[config.mk]
export PLATFORM = sky130hd
export DESIGN_NAME = encoder_spi_frame_decoder
export DESIGN_NICKNAME = d
export VERILOG_FILES = /design/src/design/esfd_pkg.sv /design/src/design/encoder_spi_frame_decoder.sv /design/src/design/esfd_front.sv /design/src/design/esfd_queue.sv /design/src/design/esfd_back.sv
export VERILOG_INCLUDE_DIRS = /design/src /design/src/design
export SDC_FILE = /design/constraint.sdc
export NUM_CORES = 1
export LEC_CHECK = 0
export ABC_CLOCK_PERIOD_IN_PS = 5700
export BUFFER_PORTS_ARGS = -buffer_cell sky130_fd_sc_hd__buf_2
export CORE_UTILIZATION = 54
export DETAILED_ROUTE_END_ITERATION = 8
export GPL_TIMING_DRIVEN = 0
export PLACE_DENSITY = 0.83
export SYNTH_ARGS = -nofsm -noshare
export SYNTH_HDL_FRONTEND = slang
export SYNTH_SLANG_ARGS = --single-unit
[constraint.sdc]
create_clock -name clk -period 5.7 [get_ports clk]
set_input_delay 0.855 -clock clk [delete_from_list [all_inputs] [get_ports clk]]
set_output_delay 0.855 -clock clk [all_outputs]
set_load 0.01 [all_outputs]
[src/design/encoder_spi_frame_decoder_assert.svh]
// Assertion helpers used by the decoder back end (esfd_back).
`ifndef ENCODER_SPI_FRAME_DECODER_ASSERT_SVH
`define ENCODER_SPI_FRAME_DECODER_ASSERT_SVH

// Same-cycle implication.
`define ESFD_ASSERT_NOW(label, clk, rst_n, ante, cons, msg) \
	label: assert property (@(posedge clk) disable iff (!rst_n) (ante) |-> (cons)) \
		else $error(msg);

// Next-cycle implication.
`define ESFD_ASSERT_NEXT(label, clk, rst_n, ante, cons, msg) \
	label: assert property (@(posedge clk) disable iff (!rst_n) (ante) |=> (cons)) \
		else $error(msg);

`endif

[src/design/esfd_pkg.sv]
package esfd_pkg;

	localparam logic [1:0] OP_FRAME = 2'd0;
	localparam logic [1:0] OP_FAIL  = 2'd1;
	localparam logic [1:0] OP_CLEAR = 2'd2;

	localparam logic [1:0] STATUS_OK      = 2'd0;
	localparam logic [1:0] STATUS_FAILED  = 2'd1;
	localparam logic [1:0] STATUS_CLEARED = 2'd2;

	localparam logic [7:0] CRC_POLY = 8'h97;
	localparam int POS_W = 19;
	localparam int Q_DEPTH = 2;
	localparam int Q_AW = $clog2(Q_DEPTH);
	localparam int Q_CW = $clog2(Q_DEPTH + 1);

	typedef enum logic [1:0] {
		KIND_FRAME = 2'd0,
		KIND_FAIL  = 2'd1,
		KIND_CLEAR = 2'd2
	} kind_t;

	typedef struct packed {
		logic [1:0]  op;
		logic [31:0] frame_word;
	} esfd_in_t;

	typedef struct packed {
		logic [1:0]       status;
		logic [POS_W-1:0] position;
		logic             warning_flag;
		logic             error_flag;
		logic             crc_ok;
		logic             reading_present;
		logic [31:0]      reading_count;
		logic [31:0]      crc_fail_count;
		logic [31:0]      fault_count;
		logic [31:0]      warn_count;
	} esfd_out_t;

	// in-flight frame inside the front pipeline
	typedef struct packed {
		kind_t            kind;
		logic [POS_W-1:0] position;
		logic             warning;
		logic             error;
		logic [7:0]       b1;
		logic [7:0]       b2;
		logic [7:0]       b3;
		logic [7:0]       crc;
	} front_t;

	// classified record handed to the back end
	typedef struct packed {
		kind_t            kind;
		logic [POS_W-1:0] position;
		logic             warning;
		logic             error;
		logic             crc_ok;
	} rec_t;

	function automatic logic [7:0] crc8_byte(logic [7:0] crc_in, logic [7:0] data);
		logic [7:0] c;
		c = crc_in ^ data;
		for (int i = 0; i < 8; i++) begin
			if (c[7]) begin
				c = {c[6:0], 1'b0} ^ CRC_POLY;
			end else begin
				c = {c[6:0], 1'b0};
			end
		end
		return c;
	endfunction

endpackage

[src/design/encoder_spi_frame_decoder.sv]
// channel | signals                                  | beat
// frame   | frame_valid, frame_ready, frame          | op + 32-bit SPI response
// result  | result_valid, result_ready, result       | status, latched reading, counters
//
// One beat per cycle sustained on both channels while result_ready holds. A beat
// passes the first front stage, loaded at acceptance, then the second front stage
// (CRC-8, one byte per stage), the 2-entry queue, the output register. Reset clears all
// counters and the latched reading at once. A stalled result stops the back end first;
// the queue and front keep filling until full, then frame_ready drops.
// Beats with an unused op are taken and dropped in the front stage.
module encoder_spi_frame_decoder import esfd_pkg::*; #(
	parameter int COUNT_WIDTH = 32
) (
	input  logic      clk,
	input  logic      arst_n,
	input  logic      frame_valid,
	output logic      frame_ready,
	input  esfd_in_t  frame,
	output logic      result_valid,
	input  logic      result_ready,
	output esfd_out_t result
);

	logic fq_valid, fq_ready, qb_valid, qb_ready;
	rec_t fq_rec, qb_rec;

	esfd_front u_front (
		.clk         (clk),
		.arst_n      (arst_n),
		.frame_valid (frame_valid),
		.frame_ready (frame_ready),
		.frame       (frame),
		.rec_valid   (fq_valid),
		.rec_ready   (fq_ready),
		.rec         (fq_rec)
	);

	esfd_queue u_queue (
		.clk        (clk),
		.arst_n     (arst_n),
		.push_valid (fq_valid),
		.push_ready (fq_ready),
		.push_data  (fq_rec),
		.pop_valid  (qb_valid),
		.pop_ready  (qb_ready),
		.pop_data   (qb_rec)
	);

	esfd_back #(
		.COUNT_WIDTH (COUNT_WIDTH)
	) u_back (
		.clk          (clk),
		.arst_n       (arst_n),
		.rec_valid    (qb_valid),
		.rec_ready    (qb_ready),
		.rec          (qb_rec),
		.result_valid (result_valid),
		.result_ready (result_ready),
		.result       (result)
	);

endmodule

[src/design/esfd_front.sv]
module esfd_front import esfd_pkg::*; (
	input  logic     clk,
	input  logic     arst_n,
	input  logic     frame_valid,
	output logic     frame_ready,
	input  esfd_in_t frame,
	output logic     rec_valid,
	input  logic     rec_ready,
	output rec_t     rec
);

	logic   v_s1, v_s2;
	front_t d_s1, d_s2;
	front_t d_in;
	front_t d_adv;
	logic   op_known;
	logic   adv2;

	always_comb begin
		op_known = (frame.op == OP_FRAME) || (frame.op == OP_FAIL) || (frame.op == OP_CLEAR);
		unique case (frame.op)
			OP_FAIL:  d_in.kind = KIND_FAIL;
			OP_CLEAR: d_in.kind = KIND_CLEAR;
			default:  d_in.kind = KIND_FRAME;
		endcase
		d_in.position = frame.frame_word[31:13];
		d_in.warning  = ~frame.frame_word[8];
		d_in.error    = ~frame.frame_word[9];
		d_in.b1       = frame.frame_word[23:16];
		d_in.b2       = frame.frame_word[15:8];
		d_in.b3       = frame.frame_word[7:0];
		d_in.crc      = crc8_byte(8'h00, frame.frame_word[31:24]);
	end

	always_comb begin
		d_adv     = d_s1;
		d_adv.crc = crc8_byte(d_s1.crc, d_s1.b1);
	end

	assign adv2        = !v_s2 || rec_ready;
	assign frame_ready = !v_s1 || adv2;

	always_ff @(posedge clk or negedge arst_n) begin
		if (!arst_n) begin
			v_s1 <= 1'b0;
			v_s2 <= 1'b0;
		end else begin
			if (frame_ready) begin
				v_s1 <= frame_valid && op_known;
			end
			if (adv2) begin
				v_s2 <= v_s1;
			end
		end
	end

	always_ff @(posedge clk) begin
		if (frame_ready && frame_valid) begin
			d_s1 <= d_in;
		end
		if (adv2 && v_s1) begin
			d_s2 <= d_adv;
		end
	end

	assign rec_valid    = v_s2;
	assign rec.kind     = d_s2.kind;
	assign rec.position = d_s2.position;
	assign rec.warning  = d_s2.warning;
	assign rec.error    = d_s2.error;
	assign rec.crc_ok   = (d_s2.b3 == ~crc8_byte(d_s2.crc, d_s2.b2));

endmodule

[src/design/esfd_queue.sv]
module esfd_queue import esfd_pkg::*; (
	input  logic clk,
	input  logic arst_n,
	input  logic push_valid,
	output logic push_ready,
	input  rec_t push_data,
	output logic pop_valid,
	input  logic pop_ready,
	output rec_t pop_data
);

	rec_t            mem_q [Q_DEPTH];
	logic [Q_AW-1:0] wr_ptr_q, rd_ptr_q;
	logic [Q_CW-1:0] count_q;
	logic            push, pop;

	assign push_ready = (count_q != Q_CW'(Q_DEPTH));
	assign pop_valid  = (count_q != '0);
	assign push       = push_valid && push_ready;
	assign pop        = pop_valid && pop_ready;
	assign pop_data   = mem_q[rd_ptr_q];

	always_ff @(posedge clk or negedge arst_n) begin
		if (!arst_n) begin
			wr_ptr_q <= '0;
			rd_ptr_q <= '0;
			count_q  <= '0;
		end else begin
			if (push) begin
				wr_ptr_q <= (wr_ptr_q == Q_AW'(Q_DEPTH - 1)) ? '0 : wr_ptr_q + Q_AW'(1);
			end
			if (pop) begin
				rd_ptr_q <= (rd_ptr_q == Q_AW'(Q_DEPTH - 1)) ? '0 : rd_ptr_q + Q_AW'(1);
			end
			if (push && !pop) begin
				count_q <= count_q + Q_CW'(1);
			end else if (pop && !push) begin
				count_q <= count_q - Q_CW'(1);
			end
		end
	end

	always_ff @(posedge clk) begin
		if (push) begin
			mem_q[wr_ptr_q] <= push_data;
		end
	end

endmodule

[src/design/esfd_back.sv]
module esfd_back import esfd_pkg::*; #(
	parameter int COUNT_WIDTH = 32
) (
	input  logic      clk,
	input  logic      arst_n,
	input  logic      rec_valid,
	output logic      rec_ready,
	input  rec_t      rec,
	output logic      result_valid,
	input  logic      result_ready,
	output esfd_out_t result
);

	`include "encoder_spi_frame_decoder_assert.svh"

	logic [POS_W-1:0]       pos_q, pos_d;
	logic                   warn_q, warn_d, err_q, err_d, crc_ok_q, crc_ok_d;
	logic                   have_q, have_d;
	logic [COUNT_WIDTH-1:0] total_q, total_d, crcf_q, crcf_d;
	logic [COUNT_WIDTH-1:0] fault_q, fault_d, warnc_q, warnc_d;
	logic [1:0]             status_d;
	logic                   result_valid_q;
	esfd_out_t              result_q;
	logic                   pop;

	assign rec_ready = !result_valid_q || result_ready;
	assign pop       = rec_valid && rec_ready;

	always_comb begin
		pos_d    = pos_q;
		warn_d   = warn_q;
		err_d    = err_q;
		crc_ok_d = crc_ok_q;
		have_d   = have_q;
		total_d  = total_q;
		crcf_d   = crcf_q;
		fault_d  = fault_q;
		warnc_d  = warnc_q;
		status_d = STATUS_OK;
		unique case (rec.kind)
			KIND_FRAME: begin
				status_d = STATUS_OK;
				pos_d    = rec.position;
				warn_d   = rec.warning;
				err_d    = rec.error;
				crc_ok_d = rec.crc_ok;
				have_d   = 1'b1;
				total_d  = total_q + COUNT_WIDTH'(1);
				if (!rec.crc_ok) begin
					crcf_d = crcf_q + COUNT_WIDTH'(1);
				end
				if (rec.error) begin
					fault_d = fault_q + COUNT_WIDTH'(1);
				end
				if (rec.warning) begin
					warnc_d = warnc_q + COUNT_WIDTH'(1);
				end
			end
			KIND_FAIL: begin
				status_d = STATUS_FAILED;
				total_d  = total_q + COUNT_WIDTH'(1);
			end
			KIND_CLEAR: begin
				status_d = STATUS_CLEARED;
				total_d  = '0;
				crcf_d   = '0;
				fault_d  = '0;
				warnc_d  = '0;
			end
			default: begin
				status_d = STATUS_OK;
			end
		endcase
	end

	always_ff @(posedge clk or negedge arst_n) begin
		if (!arst_n) begin
			pos_q          <= '0;
			warn_q         <= 1'b0;
			err_q          <= 1'b0;
			crc_ok_q       <= 1'b0;
			have_q         <= 1'b0;
			total_q        <= '0;
			crcf_q         <= '0;
			fault_q        <= '0;
			warnc_q        <= '0;
			result_valid_q <= 1'b0;
		end else begin
			if (pop) begin
				pos_q    <= pos_d;
				warn_q   <= warn_d;
				err_q    <= err_d;
				crc_ok_q <= crc_ok_d;
				have_q   <= have_d;
				total_q  <= total_d;
				crcf_q   <= crcf_d;
				fault_q  <= fault_d;
				warnc_q  <= warnc_d;
			end
			if (rec_ready) begin
				result_valid_q <= rec_valid;
			end
		end
	end

	always_ff @(posedge clk) begin
		if (pop) begin
			result_q.status          <= status_d;
			result_q.position        <= pos_d;
			result_q.warning_flag    <= warn_d;
			result_q.error_flag      <= err_d;
			result_q.crc_ok          <= crc_ok_d;
			result_q.reading_present <= have_d;
			result_q.reading_count   <= 32'(total_d);
			result_q.crc_fail_count  <= 32'(crcf_d);
			result_q.fault_count     <= 32'(fault_d);
			result_q.warn_count      <= 32'(warnc_d);
		end
	end

	assign result_valid = result_valid_q;
	assign result       = result_q;

	`ESFD_ASSERT_NEXT(a_clear_zeroes, clk, arst_n, pop && rec.kind == KIND_CLEAR,
		total_q == '0 && crcf_q == '0 && fault_q == '0 && warnc_q == '0,
		"clear did not zero the counters")
	`ESFD_ASSERT_NEXT(a_frame_latches, clk, arst_n, pop && rec.kind == KIND_FRAME,
		have_q && result_q.reading_present, "frame did not latch a reading")
	`ESFD_ASSERT_NEXT(a_fail_keeps, clk, arst_n, pop && rec.kind == KIND_FAIL,
		$stable(pos_q) && total_q == $past(total_q) + COUNT_WIDTH'(1),
		"failed transfer changed the reading or miscounted")
	`ESFD_ASSERT_NOW(a_out_matches, clk, arst_n, result_valid_q,
		result_q.reading_count == 32'(total_q) && result_q.position == pos_q,
		"result out of step with state")

endmodule
=== Word level (Yosys, flattened, before mapping) ===
Memory sizes are Yosys's and may differ from the RTL's.
Cells that the tools add are included.

* Output and inout port bits: 155
* RAM bits: 48
* Word-level logic and storage cells: 152
* Memories kept: 1
* Bits in registers: 413

* Add/subtract/negate cells: 8
* Reduce and logical (&&, ||, !) cells: 22
* Muxes and demuxes: 44
* Equality and inequality tests: 6
* Bitwise logic cells: 29

{| class="wikitable"
|+ Memory list
! memory !! words !! bits a word !! read ports !! clocked after Yosys merged registers in !! write ports !! line !! text
|-
| u_queue.mem_q || 2 || 24 || 1 || 0 || 1 || esfd_queue.sv:12 || <nowiki>rec_t mem_q [Q_DEPTH];</nowiki>
|}

{| class="wikitable"
|+ Operators by type and width
! cell !! number
|-
| 32-bit case mux with 2 select lines || 4
|-
| 8-bit two-way mux || 24
|-
| 32-bit by 1-bit adder with 32-bit output (second input constant) || 4
|-
| 5-bit NOT || 24
|-
| 32-bit two-way mux || 3
|-
| 19-bit two-way mux || 1
|-
| 8-bit bitwise XOR || 2
|-
| 8-bit equality test || 1
|-
| 1-bit two-way mux || 8
|-
| 8-bit NOT || 1
|-
| 2-bit case mux with 2 select lines || 2
|-
| 1-bit logical AND || 7
|-
| 1-bit logical NOT || 5
|-
| 1-bit logical OR || 5
|-
| 2-bit by 1-bit equality test with 1-bit output (second input constant) || 2
|-
| 2-bit equality test (second input constant) || 2
|-
| 2-bit logical NOT || 2
|-
| 2-bit two-way mux || 2
|-
| 2-bit nonzero test || 2
|-
| 1-bit adder (second input constant) || 2
|-
| 2-bit by 1-bit adder with 2-bit output (second input constant) || 1
|-
| 2-bit inequality test (second input constant) || 1
|-
| 1-bit NOT || 2
|-
| 2-bit OR reduction || 1
|-
| 2-bit by 1-bit subtractor with 2-bit output (second input constant) || 1
|}

=== Logic depth before layout (Yosys ltp) ===
Gate-level depths: netlist (run 1).

* Depth after elaboration: 19
* Gate-level depth with buffers: 9
* Mapped depth without buffers: 7

=== By module ===
From an unflattened synthesis (run 1), not the netlist that was laid out.

* Cell total of the unflattened synthesis: 1684
* Area, all modules: 20438.4 sq um

{| class="wikitable"
|+ By module, submodules not included
! module !! area each (sq um) !! cells each !! sequential area each (sq um) !! times used
|-
| esfd_back || 14710.4 || 1391 || 8398.1 || 1
|-
| esfd_front || 3697.3 || 200 || 2692.6 || 1
|-
| esfd_queue || 2030.7 || 93 || 1541.5 || 1
|}

=== Worst setup path after synthesis (run 1) ===
Ideal clock, no wire load.

* Kind: input to register
* Start point: input port result_ready
* End point: register u_back.total_q[11]
* Arrival time: 6.175 ns
* Cell stages on the path: 6
* Library setup time: 0.363 ns
* Buffers on the path: 2
* Setup slack: -0.839 ns
* Path through: nand2b_1 o21ai_1 inv_1 clkbuf_1 clkbuf_1 a31oi_1

* Word-level cells in the longest chain between the ends: 2

{| class="wikitable"
|+ RTL lines
! item !! line !! text
|-
| from (decl) || encoder_spi_frame_decoder.sv:20 || <nowiki>input logic result_ready,</nowiki>
|-
| 1-bit logical OR || esfd_back.sv:26 || <nowiki>assign rec_ready = !result_valid_q || result_ready;</nowiki>
|-
| 1-bit logical AND || esfd_back.sv:27 || <nowiki>assign pop = rec_valid && rec_ready;</nowiki>
|-
| via u_back.pop || esfd_back.sv:24 || <nowiki>logic pop;</nowiki>
|-
| to (signal assigned) || esfd_back.sv:95 || <nowiki>total_q <= total_d;</nowiki>
|-
| to (decl) || esfd_back.sv:19 || <nowiki>logic [COUNT_WIDTH-1:0] total_q, total_d, crcf_q, crcf_d;</nowiki>
|}

The timed path passes the listed nets, and every way through them passes these cells.
A chain may end at the register's enable or synchronous reset.

=== Worst setup path after layout (run 1) ===
* Start point: register u_queue.rd_ptr_q
* End point: register u_back.result_q, in the netlist u_back.result[6], data pin

* Word-level cells in the longest chain between the ends: 3
* Elaborated cells on any way between the ends: 5
* Those cells by class: eq/ne: 1; mux: 2; reduce/logical: 1; memory: 1

{| class="wikitable"
|+ RTL lines
! item !! line !! text
|-
| from (decl) || esfd_queue.sv:13 || <nowiki>logic [Q_AW-1:0] wr_ptr_q, rd_ptr_q;</nowiki>
|-
| from (signal assigned) || esfd_queue.sv:33 || <nowiki>rd_ptr_q <= (rd_ptr_q == Q_AW'(Q_DEPTH - 1)) ? '0 : rd_ptr_q + Q_AW'(1);</nowiki>
|-
| memory read 2 x 24 bit * || n/a ||
|-
| 2-bit equality test (tied with other cells) || esfd_back.sv:40 || <nowiki>unique case (rec.kind)</nowiki>
|-
| 32-bit case mux with 2 select lines * || esfd_back.sv:40 ||
|-
| via u_back.warnc_d[6] || esfd_back.sv:20 || <nowiki>logic [COUNT_WIDTH-1:0] fault_q, fault_d, warnc_q, warnc_d;</nowiki>
|-
| to (decl) || esfd_back.sv:23 || <nowiki>esfd_out_t result_q;</nowiki>
|}

Mark *: on every way through the listed nets, which the timed path passes. The rest lies on a longest branch.

==> impl_metrics.py, run 1 <==
metrics = {
    "placed_design": {
        "port_buffers": 192,
        "place_area_mm2": 0.02170,
        "dp_hpwl_um": 33060,
        "place.gp.congestion": 0.9468,
    },
    "timing": {
        "worst_pin_slew_ns": 1.173,
        "rsz0062_at_grt": "false",
        "final.setup.tns_ns": 0,
        "hold_violations": 0,
        "layout_min_cycle_time_ns": 3.584,
        "finalSetupViolCount": 0,
        "final-max-slew-violation-count": 0,
        "max_slew_margin": 0.2130,
        "fin_crit_sh": 0.6288,
        "fmax_mhz": 279.0,
        "worst_clock_skew_ns": 0.02597,
    },
    "clock_tree": {
        "numCtsBuffers": 46,
        "cts_tree": "built",
        "cts_resized": 0,
        "cts-hold-fix-buffers": 0,
        "cts_root_buffer": "clkbuf_16",
        "htreeDepth": 2,
        "postCtsSetupBuffers": 0,
        "clock-sinks": 447,
        "cts_buffer_depth": 3,
        "insertion_delay_ns": 0.58,
        "clk_pin_slew_ns": 0.06,
    },
    "routing": {
        "viasPerCell": 6.019,
        "wl_per_cell_um": 20.11,
        "drc": 0,
        "first_pass_iters": 6,
        "wl_um": 48750,
        "drt_iter0_markers": 1423,
        "vias": 14590,
        "ant_nets": 0,
    },
    "logic_synthesis": {
        "ys_top_cells_by_count": "edfxtp_1 (289), dfrtp_1 (158), nor2_1 (146), nand2_1 (132), o21ai_0 (121)",
        "avgSynthCellArea_um2": 11.97,
        "synth_xor_area_frac": 0.07411,
        "ys_types": 65,
        "synth_area_mm2": 0.02006,
        "ys_seq_elements": 447,
        "ys_warn_count": 0,
        "yosys.area_share.adder": 0.003119,
        "yosysMostFrequentCell": "edfxtp_1",
        "synth_top_area_frac": 0.4327,
        "ys.flop_type": "edfxtp_1",
        "syn_inst": 1676,
        "yosysTopAreaCell": "edfxtp_1",
        "synthTopCellsByArea": "edfxtp_1 (43%), dfrtp_1 (20%), xnor2_1 (4.4%), o21ai_0 (3.0%), nor2_1 (2.7%)",
        "synthSimpleGateAreaFrac": 0.1343,
        "synthMuxAreaShare": 0.02632,
        "synth_top_family_by_area": "simple AND/OR/NAND/NOR gates",
        "yosysSeqAreaShare": 0.6298,
        "async_flop_share": 0.3535,
        "synth_compound_area_frac": 0.1034,
        "syn_nets": 1719,
        "synth_edf_count": 289,
    },
    "floorplan": {
        "die_area_mm2": 0.03792,
        "rows": 70,
        "die_w_um": 194.7,
        "dieHeight_um": 194.7,
        "pin_count": 193,
        "start_util": 0.5479,
        "core_area_mm2": 0.03661,
    },
    "final_layout": {
        "fillers": 2711,
        "design_area_mm2": 0.02323,
        "synthToLayoutAreaGrowth_pct": 15.81,
        "final_nets": 1962,
        "antenna_cells": 0,
        "drive_gt1_frac": 0.1697,
    },
    "global_route": {
        "grt_use_total": 0.2581,
        "grt_pass1_vias": 14250,
        "antenna_found_initial": 1,
        "gr-total-overflow": 0,
        "grt_pass1_wl_um": 75970,
        "grt_start_max_net_pins": 125,
    },
    "critical_path": {
        "cp_max_fo": 10,
        "required_ns": 5.97,
        "crit_type": "reg2reg",
        "crit_path_end_kind": "flip-flop",
        "start_kind": "flip-flop",
        "arrival_ns": 3.85,
    },
    "outcome": {
        "outcome": "completed",
    },
    "power": {
        "finalPower_uw": 11980,
        "power_leakage_uw": 0.009043,
        "vdd_drop_max_mv": 0.2981,
        "p_per_area_mw_per_mm2": 515.5,
    },
    "min_path": {
        "hp-class": "in2async",
    },
    "run": {
        "drv_cap": 0,
    },
}
[sequential cells by signal, indices dropped and copies added, names as in the netlist, 19 cells and up]
signal          count
u_back.warnc_q     32
u_queue.mem_q      48
u_front.d_s2       23
u_front.rec        21
u_back.total_q     32
u_back.crcf_q      32
u_back.result     153
u_back.fault_q     32
u_front.d_adv      36
u_back.pos_q       19
[final timing paths]
kind / from / to / slack [ns] / cells after the start
max in group asynchronous: arst_n / u_back.crcf_q[9] / 4.57 / 2
setup reg to reg: u_queue.rd_ptr_q / u_back.result[6] / 2.12 / 7
setup / recovery: u_queue.rd_ptr_q / u_back.result[6] / 2.12 / 7
hold reg to reg: u_front.d_adv[12] / u_front.d_s2[12] / 0.41 / 0
hold / removal: arst_n / u_back.total_q[29] / 0.20 / 1
min in group clk: u_front.d_adv[12] / u_front.d_s2[12] / 0.41 / 0
[layout make-up]
| cell class | count | area (µm²) | area share |
|---|---|---|---|
| Buffer | 96 | 429.2 | 0.01847 |
| Clock buffer | 53 | 1209 | 0.05203 |
| Clock inverter | 32 | 321.6 | 0.01384 |
| Inverter | 43 | 161.4 | 0.006948 |
| Multi-Input combinational cell | 1090 | 6850 | 0.2949 |
| Sequential cell | 447 | 12630 | 0.5438 |
| Tap cell | 468 | 585.6 | 0.02521 |
| Timing Repair Buffer | 195 | 1041 | 0.04481 |
[placed cells by master, fill, tap and decap left out, types with 17 or more instances in the layout]
cell type and count:
a21oi_1 73, a31oi_1 24, and3_1 17, buf_2 214
clkbuf_1 62, clkbuf_16 47, dfrtp_1 158, edfxtp_1 289
inv_1 42, mux2i_1 37, nand2_1 132, nand3_1 72
nand4_1 61, nor2_1 145, o21ai_0 121, o31ai_1 47
or3_1 37, xnor2_1 100, xor2_1 55
[metrics by stage]
stage                     setup WS [ns]  utilization  cells  hold slack [ns]
after floorplan                   1.580            -   1676           0.4003
after global placement           0.3230       0.5902   2336           0.4025
after detailed placement          2.158       0.5927   2339           0.4045
after CTS                         2.169       0.6345   2424           0.1787
after global routing              2.016       0.6345   2424           0.2104
final                             2.116       0.6345   2424           0.1972
[power by group]
group,switching [µW],leakage (µW),internal [µW]
clock,1260,0.000756,1800
sequential,415,0.00487,4610
combinational,2620,0.00342,1280
total,4290,0.00904,7690
[worst max-delay path, stage by stage, from the launching register on]
cell	delay [ns]
dfrtp_1	0.35
buf_6	0.12
mux2i_1	0.76
nand2_1	0.56
clkinv_1	0.26
clkbuf_1	0.40
clkbuf_1	0.59
nor2_1	0.22
[cells by family (layout without fill, tap and decap cells)]
family	count (synthesis)	after routing
AOI/OAI and AO/OA	330	330
xor gates and xnor gates	161	161
adders and majority gates	5	5
buffers and inverters	139	419
DFF	447	447
muxes	51	51
and+or+nand+nor	543	543
[layer usage]
| layer | wire (µm) | vias up | GRT usage |
|---|---|---|---|
| li1 | - | 6637 | - |
| met1 | 18530 | 7058 | 0.3205 |
| met2 | 23880 | 741 | 0.4313 |
| met3 | 3825 | 153 | 0.04008 |
| met4 | 2508 | 2 | 0.1490 |
| met5 | 11 | - | 0 |
Note: power is estimated with default switching activity, not from simulation.
==> run 2, diff against run 1 <==
- ABC_AREA: default -> 1
- ABC_CLOCK_PERIOD_IN_PS: 5700 -> 3700
- CORE_UTILIZATION: 54 -> 60
- PLACE_DENSITY: 0.83 -> 0.87
- clock period: 5.7 -> 3.7 ns (I/O delays scaled with it)
==> run 2 against run 1 <==
- global-route usage is 3.2 points higher
- via count up 11%
- non-clock buffer count shrank 38
- cell count up 19%
- sequential share of layout area fell by 0.93 points
- final area increased by 1.7%
- power up 72%
- routed wire length up 3.6%
- largest cell class unchanged
- largest power group unchanged
- hold slack worse by 0.036 ns
- count of clock-buffer cells in the layout is 2 higher
- core utilization is 6.9 points higher
==> impl_metrics.py, run 2 <==
metrics = {
    "outcome": {
        "outcome": "completed",
    },
    "routing": {
        "wl_um": 50500,
        "drc": 0,
        "wl_per_cell_um": 17.47,
        "viasPerCell": 5.610,
        "drt_iter0_markers": 1679,
        "first_pass_iters": 8,
        "vias": 16210,
        "ant_nets": 0,
    },
    "floorplan": {
        "die_w_um": 186.9,
        "die_area_mm2": 0.03495,
        "start_util": 0.6105,
        "core_area_mm2": 0.03362,
        "pin_count": 193,
        "dieHeight_um": 186.9,
        "rows": 67,
    },
    "critical_path": {
        "required_ns": 3.93,
        "cp_max_fo": 92,
        "r2r_end": "u_back.result[6]",
        "path_buf_inv": 4,
        "crit_type": "reg2reg",
        "path_delay_family": "buffers and inverters",
        "r2r_cells": 5,
        "start_kind": "flip-flop",
        "cp_slowest_stage_delay_ns": 0.76,
        "cp_cell_sequence": "inv_1 > a21oi_2 > clkbuf_1 > buf_6 > buf_16",
        "crit_path_end_kind": "flip-flop",
        "r2r_start": "u_queue.count_q[0]",
        "r2r_setup_slack_ns": 0.49,
        "worst_path_max_delay_cell": "buf_6",
        "arrival_ns": 3.43,
    },
    "logic_synthesis": {
        "avgSynthCellArea_um2": 9.480,
        "ys_seq_elements": 447,
        "yosysSeqAreaShare": 0.6155,
        "synthTopCellsByArea": "edfxtp_1 (42%), dfrtp_1 (19%), nand2_1 (12%), inv_1 (4.5%), o21ai_0 (4.3%)",
        "synth_top_area_frac": 0.4228,
        "synth_compound_area_frac": 0.07365,
        "syn_nets": 2208,
        "ys_top_cells_by_count": "nand2_1 (669), edfxtp_1 (289), inv_1 (247), o21ai_0 (176), dfrtp_1 (158)",
        "synth_top_family_by_area": "simple AND/OR/NAND/NOR gates",
        "async_flop_share": 0.3535,
        "synth_xor_area_frac": 0.02670,
        "syn_inst": 2165,
        "synthMuxAreaShare": 0.0009754,
        "synth_edf_count": 289,
        "yosys.area_share.adder": 0.003048,
        "ys_warn_count": 0,
        "ys.flop_type": "edfxtp_1",
        "synth_area_mm2": 0.02052,
        "yosysMostFrequentCell": "nand2_1",
        "ys_types": 54,
        "synthSimpleGateAreaFrac": 0.2194,
        "yosysTopAreaCell": "edfxtp_1",
    },
    "timing": {
        "rsz0062_at_grt": "false",
        "final-max-slew-violation-count": 0,
        "hold_violations": 0,
        "fin_crit_sh": 0.8672,
        "worst_clock_skew_ns": 0.03807,
        "fmax_mhz": 311.6,
        "worst_pin_slew_ns": 0.9879,
        "final.setup.tns_ns": 0,
        "finalSetupViolCount": 0,
        "max_slew_margin": 0.3414,
        "layout_min_cycle_time_ns": 3.209,
    },
    "run": {
        "drv_cap": 0,
    },
    "clock_tree": {
        "clock-sinks": 447,
        "clk_pin_slew_ns": 0.06,
        "htreeDepth": 2,
        "cts_buffer_depth": 3,
        "cts_root_buffer": "clkbuf_16",
        "postCtsSetupBuffers": 0,
        "numCtsBuffers": 43,
        "cts_tree": "built",
        "insertion_delay_ns": 0.57,
    },
    "global_route": {
        "antenna_found_initial": 0,
        "grt_use_total": 0.2901,
        "gr-total-overflow": 0,
        "grt_start_max_net_pins": 93,
        "grt_pass1_vias": 15510,
        "grt_pass1_wl_um": 80070,
    },
    "placed_design": {
        "dp_cells": 2809,
        "port_buffers": 192,
        "place.gp.congestion": 0.9684,
        "dp_hpwl_um": 35890,
        "place_area_mm2": 0.02215,
    },
    "final_layout": {
        "regArea_mm2": 0.01263,
        "antenna_cells": 0,
        "multi_input_area_mm2": 0.006654,
        "fillers": 2415,
        "fin_util": 0.7031,
        "stdcell_count": 2890,
        "synthToLayoutAreaGrowth_pct": 15.16,
        "largest_register_ffs": 153,
        "mostFrequentLayoutCell": "nand2_1",
        "final_nets": 2450,
        "final_cell_mix": "nand2_1 (669), edfxtp_1 (289), inv_1 (245), buf_2 (203), o21ai_0 (176)",
        "drive_gt1_frac": 0.1425,
        "design_area_mm2": 0.02363,
    },
    "min_path": {
        "hp-start": "frame[22]",
        "hold_end": "u_front.d_adv[30]",
        "hp-class": "in2reg",
        "whs_path_depth": 1,
    },
    "power": {
        "vdd_drop_max_mv": 0.6950,
        "p_per_area_mw_per_mm2": 872.6,
        "power_leakage_uw": 0.01043,
    },
}
-- run 2: changes by cell type after synthesis, moves of 39 or more --
cell     change
xnor2_1     -77
nor3_1      +39
nand2_1    +537
inv_1      +205
o21ai_0     +55
o31ai_1     -45
nand3_1     +48
-- run 2: layout make-up --
type	instances	share of cell area
Clock buffer	55	0.04828
Inverter	260	0.04188
Multi-Input combinational cell	1402	0.2815
Tap cell	448	0.02372
Clock inverter	25	0.01387
Sequential cell	447	0.5345
Timing Repair Buffer	197	0.04511
Buffer	56	0.01112
-- run 2: where the power goes --
group / internal (µW) / leakage, µW / total, µW / switching [µW]
Sequential: 7630 / 0.00499 / 8570 / 942
Clock: 2570 / 0.000689 / 4470 / 1900
Combinational: 2180 / 0.00474 / 7580 / 5400
-- run 2: worst register-to-register path, cell delays in order (launching register included) --
cell,delay [ns]
dfrtp_1,0.39
inv_1,0.10
a21oi_2,0.63
clkbuf_1,0.62
buf_6,0.76
buf_16,0.36
-- run 2: worst max path at each step --
stage / endpoint / cells after the start / startpoint / slack [ns]
floorplan: u_back.result[0] / 4 / result_ready / 0.08
global placement: u_back.result[47] / 5 / result_ready / -1.42
detailed placement: u_back.result[45] / 6 / result_ready / 0.03
CTS: u_back.result[51] / 6 / u_back.result_valid / 0.21
global route: u_back.result[6] / 5 / u_queue.count_q[0] / 0.33
finish: u_back.result[6] / 5 / u_queue.count_q[0] / 0.49
-- run 2: repair_timing --
action                                 4_1_cts  5_1_grt
setup endpoints to repair                    0       27
gates resized for setup                      0        1
endpoints found under the hold margin       11        0
hold buffers                                 1        0
-- run 2: cells by family after synthesis --
| kind of cell | Yosys count |
|---|---|
| mux | 2 |
| fa+ha+maj | 5 |
| flops | 447 |
| xor+xnor | 60 |
| simple gates | 1048 |
| compound gates | 287 |
| buf+inv | 316 |
-- run 2: routing by layer --
layer / track usage / up-vias / share of wire
met5: 0 / - / 0
met4: 0.1103 / 0 / 0.039
met3: 0.04615 / 152 / 0.077
met2: 0.4937 / 790 / 0.49
met1: 0.3764 / 7617 / 0.40
li1: - / 7654 / -
-- run 2: metrics by stage --
stage	total power (µW)	setup slack [ns]	hold slack, ns
6_report	20620	0.4912	0.1615
3_5_place_dp	16010	0.03024	0.4045
4_1_cts	20540	0.2116	0.1435
5_1_grt	21740	0.3269	0.1472
2_1_floorplan	13160	0.08169	0.2594
3_3_place_gp	15620	-1.417	0.4022
